`config.mk`:
```
export PLATFORM = sky130hd
export DESIGN_NAME = bfa_seq
export DESIGN_NICKNAME = d
export VERILOG_FILES = /design/src/rtl/bfa_pkg.sv /design/src/rtl/bfa_seq.sv
export SDC_FILE = /design/constraint.sdc
export NUM_CORES = 1
export LEC_CHECK = 0
export ABC_CLOCK_PERIOD_IN_PS = 4500
export BUFFER_PORTS_ARGS = -buffer_cell sky130_fd_sc_hd__buf_2
export CELL_PAD_IN_SITES_DETAIL_PLACEMENT = 0
export CELL_PAD_IN_SITES_GLOBAL_PLACEMENT = 1
export CORE_UTILIZATION = 33
export DETAILED_ROUTE_END_ITERATION = 8
export PLACE_DENSITY = 0.93
export SLEW_MARGIN = 25
export SYNTH_ARGS = -nofsm -noshare
export SYNTH_HDL_FRONTEND = slang
export SYNTH_SLANG_ARGS = --single-unit
export TNS_END_PERCENT = 30
```
`constraint.sdc`:
```
create_clock -name clk -period 4.5 [get_ports clk]
set_input_delay 0.9 -clock clk [delete_from_list [all_inputs] [get_ports clk]]
set_output_delay 0.9 -clock clk [all_outputs]
set_load 0.03 [all_outputs]
```
`src/rtl/bfa_pkg.sv`:
```
package bfa_pkg;

	localparam int NUM_W = 14;
	localparam int STAT_W = 2;
	localparam int WORD_BITS = 64;
	localparam int BIT_W = 6;

	localparam logic [NUM_W-1:0] BIU_RST = 14'd8192;
	localparam int CNT_RST_CAP = 8192;

	localparam logic REQ_ALLOC = 1'b0;
	localparam logic REQ_FREE = 1'b1;

	localparam logic [STAT_W-1:0] ST_OK = 2'd0;
	localparam logic [STAT_W-1:0] ST_NONE_FREE = 2'd1;
	localparam logic [STAT_W-1:0] ST_BAD_NUMBER = 2'd2;

	localparam logic CFG_BITS_IN_USE = 1'b0;
	localparam logic CFG_INIT_FREE = 1'b1;

	typedef enum logic [3:0] {
		U_CLEAR,
		U_IDLE,
		U_DISP,
		U_SCAN,
		U_ACHK,
		U_ASET,
		U_FALLOC,
		U_FNONE,
		U_FBAD,
		U_FRD,
		U_FWR,
		U_FFREE
	} upc_t;

	typedef enum logic [1:0] {A_HOLD, A_INC, A_ZERO, A_DISP} addr_op_t;
	typedef enum logic [1:0] {W_NONE, W_ZERO, W_CLR, W_SET} wr_op_t;
	typedef enum logic [1:0] {R_ALLOC, R_NONE, R_BAD, R_FREE} res_t;
	typedef enum logic [2:0] {
		C_ALWAYS,
		C_CLR_END,
		C_ACCEPT,
		C_DISPATCH,
		C_SCAN_END,
		C_HIT,
		C_OUT_SLOT
	} cond_t;

	typedef struct packed {
		logic in_rdy;
		addr_op_t aop;
		wr_op_t wop;
		logic cap;
		logic fin;
		res_t res;
		cond_t cond;
		upc_t t_true;
		upc_t t_false;
	} uword_t;

	typedef struct packed {
		logic accept;
		logic clr_end;
		logic scan_end;
		logic hit;
		logic out_slot;
		logic is_free;
		logic bad_num;
		logic lim_zero;
	} flags_t;

	function automatic uword_t ucode(upc_t s);
		uword_t w;
		w = '{in_rdy: 1'b0, aop: A_HOLD, wop: W_NONE, cap: 1'b0, fin: 1'b0,
			res: R_NONE, cond: C_ALWAYS, t_true: U_IDLE, t_false: U_IDLE};
		case (s)
			U_CLEAR: begin
				w.wop = W_ZERO;
				w.aop = A_INC;
				w.cond = C_CLR_END;
				w.t_true = U_IDLE;
				w.t_false = U_CLEAR;
			end
			U_IDLE: begin
				w.in_rdy = 1'b1;
				w.aop = A_ZERO;
				w.cond = C_ACCEPT;
				w.t_true = U_DISP;
				w.t_false = U_IDLE;
			end
			U_DISP: begin
				w.aop = A_DISP;
				w.cond = C_DISPATCH;
			end
			U_SCAN: begin
				w.aop = A_INC;
				w.cap = 1'b1;
				w.cond = C_SCAN_END;
				w.t_true = U_ACHK;
				w.t_false = U_SCAN;
			end
			U_ACHK: begin
				w.cond = C_HIT;
				w.t_true = U_ASET;
				w.t_false = U_FNONE;
			end
			U_ASET: begin
				w.wop = W_SET;
				w.t_true = U_FALLOC;
			end
			U_FALLOC: begin
				w.fin = 1'b1;
				w.res = R_ALLOC;
				w.cond = C_OUT_SLOT;
				w.t_true = U_IDLE;
				w.t_false = U_FALLOC;
			end
			U_FNONE: begin
				w.fin = 1'b1;
				w.res = R_NONE;
				w.cond = C_OUT_SLOT;
				w.t_true = U_IDLE;
				w.t_false = U_FNONE;
			end
			U_FBAD: begin
				w.fin = 1'b1;
				w.res = R_BAD;
				w.cond = C_OUT_SLOT;
				w.t_true = U_IDLE;
				w.t_false = U_FBAD;
			end
			U_FRD: begin
				w.t_true = U_FWR;
			end
			U_FWR: begin
				w.wop = W_CLR;
				w.t_true = U_FFREE;
			end
			U_FFREE: begin
				w.fin = 1'b1;
				w.res = R_FREE;
				w.cond = C_OUT_SLOT;
				w.t_true = U_IDLE;
				w.t_false = U_FFREE;
			end
			default: begin
				w.t_true = U_IDLE;
			end
		endcase
		return w;
	endfunction

endpackage

```
`src/rtl/bfa_seq.sv`:
```
module bfa_seq (
	input logic clk,
	input logic arst_n,
	input bfa_pkg::flags_t flags,
	output bfa_pkg::uword_t uw,
	output bfa_pkg::upc_t upc
);
	import bfa_pkg::*;

	upc_t upc_q;
	upc_t upc_nx;
	upc_t disp_tgt;
	logic take;

	assign uw = ucode(upc_q);
	assign upc = upc_q;

	always_comb begin
		if (flags.is_free) begin
			disp_tgt = flags.bad_num ? U_FBAD : U_FRD;
		end else begin
			disp_tgt = flags.lim_zero ? U_FNONE : U_SCAN;
		end
	end

	always_comb begin
		take = 1'b1;
		upc_nx = uw.t_true;
		case (uw.cond)
			C_ALWAYS: take = 1'b1;
			C_CLR_END: take = flags.clr_end;
			C_ACCEPT: take = flags.accept;
			C_SCAN_END: take = flags.scan_end;
			C_HIT: take = flags.hit;
			C_OUT_SLOT: take = flags.out_slot;
			default: take = 1'b1;
		endcase
		if (uw.cond == C_DISPATCH) begin
			upc_nx = disp_tgt;
		end else if (!take) begin
			upc_nx = uw.t_false;
		end
	end

	always_ff @(posedge clk or negedge arst_n) begin
		if (!arst_n) begin
			upc_q <= U_CLEAR;
		end else begin
			upc_q <= upc_nx;
		end
	end

endmodule

```
# After elaboration in Yosys (flattened, before gate mapping)
# Index checks and enable logic that the tools add are counted.
# totals
inputBits	10
word_cells	36
out_inout_bits	24
ff_bits	4
# classes
n_eq_ne	17
n_reduce_logical	4
mux	14
# ops
cell	n
4-bit case mux with 6 select lines	2
3-bit case mux with 6 select lines	1
4-bit by 3-bit == test with 1-bit output (second input constant)	4
4-bit == test (second input constant)	4
4-bit two-way mux	3
2-bit case mux with 3 select lines	2
3-bit case mux with 4 select lines	1
3-bit == test (second input constant)	3
4-bit by 2-bit == test with 1-bit output (second input constant)	2
3-bit by 2-bit == test with 1-bit output (second input constant)	2
1-bit case mux with 5 select lines	1
4-bit by 1-bit == test with 1-bit output (second input constant)	1
4-bit zero test	1
2-bit OR reduction	2
4-bit OR reduction	1
3-bit by 1-bit == test with 1-bit output (second input constant)	1
1-bit two-way mux	3
3-bit two-way mux	1

# Logic depth before layout (Yosys ltp)
# depth
ltp_word	7
depth_mapped	7
mapped_depth_nobuf	6

# Worst setup path after synthesis
# OpenSTA, ideal clock, no wires.
# synth_path
path_kind	register -> output
startpoint	register upc_q[0], in the netlist upc[0]
endpoint	output uw[9] in the netlist's numbering
t_arrival_ns	2.245
path_buffers	1
setup_slack_ns	1.355
path_stages_with_launch	6
cell_sequence	dfrtp_1 -> and2b_2 -> buf_2 -> nor3_1 -> or2_2 -> or2_2
# synth_rtl
element	line_no	source
from (decl)	bfa_seq.sv:10	upc_t upc_q;
from (signal assigned)	bfa_seq.sv:49	upc_q <= upc_nx;
to (decl)	bfa_seq.sv:5	output bfa_pkg::uword_t uw,

==> impl_results.md <==
- Sink Count: 4
- Fillers: 213
- Cts hold-fix bufs: 0
- Status: completed
- GPL Wtd Cong: 0.724
- Syn Nets: 94
- Post-Layout Cell Count: 136
- Number of synthesized register bits: 4
- Yosys warning count: 0
- Inserted Clock Buffers: 3
- Routed Antenna Nets: 0
- First drt pass iteration count: 5
- Starting Density: 0.366
- Post-synth top area cell: dfrtp_1
- Synth Instances: 84
- Gr usage total: 0.154
- CTS tree: built
- Initial antenna violation count: 0
- Max Root-Sink Buffers: 2
- Die area: 0.00218 mm2
- Seq/Total Area, Yosys: 0.152
- Leading cell types in the layout, fill and taps excluded: buf_2, a21oi_1, nor3_1, nor2_1, o21ai_0
- Crit end category: output port
- Diode count: 0
- Placed cell count: 133
- Final HPWL DP: 1160 um
- Hold Path Class: primary input to asynchronous set/reset pin
- Setup Viol. Count Final: 0
- DRC viols: 0
- I/O Buffers: 33
- Period utilisation layout: 0.687
- Minimum clock period: 3.09 ns
- Synth Cell Area: 659 um2
- Height of the die: 46.7 um
- Synth top area cells: dfrtp_1, clkbuf_8, a21oi_1
- Core box area: 0.00180 mm2
- IO Pins: 34
- Layout cell share with drive strength beyond 1: 0.405
- Area Overhead vs Synth: 17.6%
- CP Launch Type: flop
- Worst Setup SP: upc[0]
- WS Path Type: flop to output port
- CP Data Arrival Time: 2.19 ns
- Max FFs per register: 4
- Final Core Density: 0.431
- Root buf cell: clkbuf_4
- Vias in the first global route: 616
- Top cell type's share of synthesized area: 0.152
- Drt via density: 5.20
- Wirelength, routed: 1600 um
- Clk Latency, worst-skew pair: 0.23 ns
- Setup TNS: 0 ns
- Post-CTS setup buffer count: 0
- RSZ-0062 raised after global routing: no
- R2r startpoint: upc[2]
- Die Width: 46.7 um
- Max-slew violation count: 0
- Critical path fanouts, max: 26
- Total vias in the final route: 707
- Worst path required time: 3.60 ns
- Relative slew margins: 0.524
- Post-synth EDFFs: 0
- Row cnt: 15
- DR iter-0 viols: 13
- Number of H-tree levels: 1
- Ys async rst share: 1.00
- First-pass GRT wire length: 2500 um
- Syn_area_per_cell: 7.85 um2
- Max Cap Viol: 0
- Main synth FF type: dfrtp_1
- Fin nets: 123
- Clk pin slew, worst setup/hold paths: 0.04 ns
- Post-CTS Resized: 0
- Worst-Margin Slew: 0.714 ns
- Commonest non-fill, non-tap cell in the layout: buf_2
- Netlist cell types: 37
- Pin count of the biggest net entering global routing: 27
- Wire per inst: 11.7 um
- F_max: 324 MHz
- Final Hold Vio Count: 0
- Worst Skew: 0.00480 ns
- GR Overflow Total: 0
[routing by layer]
layer / global-route usage / vias up / routed length [um]
met2: 0.261 / 18 / 797
li1: - / 364 / -
met3: 0.0118 / 0 / 72
met4: 0.0514 / 0 / 0
met1: 0.205 / 325 / 725
met5: 0 / - / 0
[cell usage after synthesis, drive strengths merged (2+ instances only)]
cell type	instances
dfrtp	4
nor2	7
buf	2
inv	2
o21ai	7
or2b	2
and2b	3
xor2	2
a31oi	2
or2	3
nand2	3
a21oi	10
clkbuf	7
nor2b	3
nand2b	3
mux2i	2
nor3	7
o22ai	2
[worst paths after layout]
| path | end | slack, ns | cells past startpoint |
|---|---|---|---|
| worst max register to register | upc[2] | 2.40 | 6 |
| min in group clk | upc[3] | 0.88 | 1 |
| worst min register to register | upc[3] | 0.88 | 1 |
| worst min-delay path | upc[3] | 0.46 | 1 |
| max in group asynchronous | upc[0] | 3.92 | 1 |
| worst max-delay path | uw[9] | 1.41 | 5 |
[kinds of logic (layout without fill, tap and decap cells)]
| group | count (synthesis) | in the layout | synth area share |
|---|---|---|---|
| and+or+nand+nor | 37 | 37 | 0.330 |
| AOI/OAI and AO/OA | 28 | 28 | 0.294 |
| buffers and inverters | 11 | 38 | 0.167 |
| DFF | 4 | 4 | 0.152 |
| xor gates and xnor gates | 2 | 2 | 0.0266 |
| muxes | 2 | 2 | 0.0304 |
[critical path, cell delays in order (launching register included)]
cell	delay (ns)
dfrtp_1	0.78
and2b_2	0.34
nor3_1	0.08
or2_2	0.30
or2_2	0.28
buf_2	0.18
[layout make-up]
type	instances	area, um2	area share
multi-input combinational	69	449	0.579
timing repair buffer	33	165	0.213
sequential	4	100	0.129
tap	25	31.3	0.0403
clock buffer	3	22.5	0.0290
inverter	2	7.51	0.00968
[stage by stage]
step | setup WS [ns] | instance area [um2] | hold slack, ns
6_report | 1.41 | 776 | 0.462
3_3_place_gp | 1.69 | 753 | 0.705
2_1_floorplan | 1.36 | 659 | 0.604
3_5_place_dp | 1.63 | 753 | 0.709
4_1_cts | 1.38 | 776 | 0.458
5_1_grt | 1.26 | 776 | 0.466
Power is not shown: default switching activity piles up to over one toggle a cycle in this logic, so the estimate is an artifact.
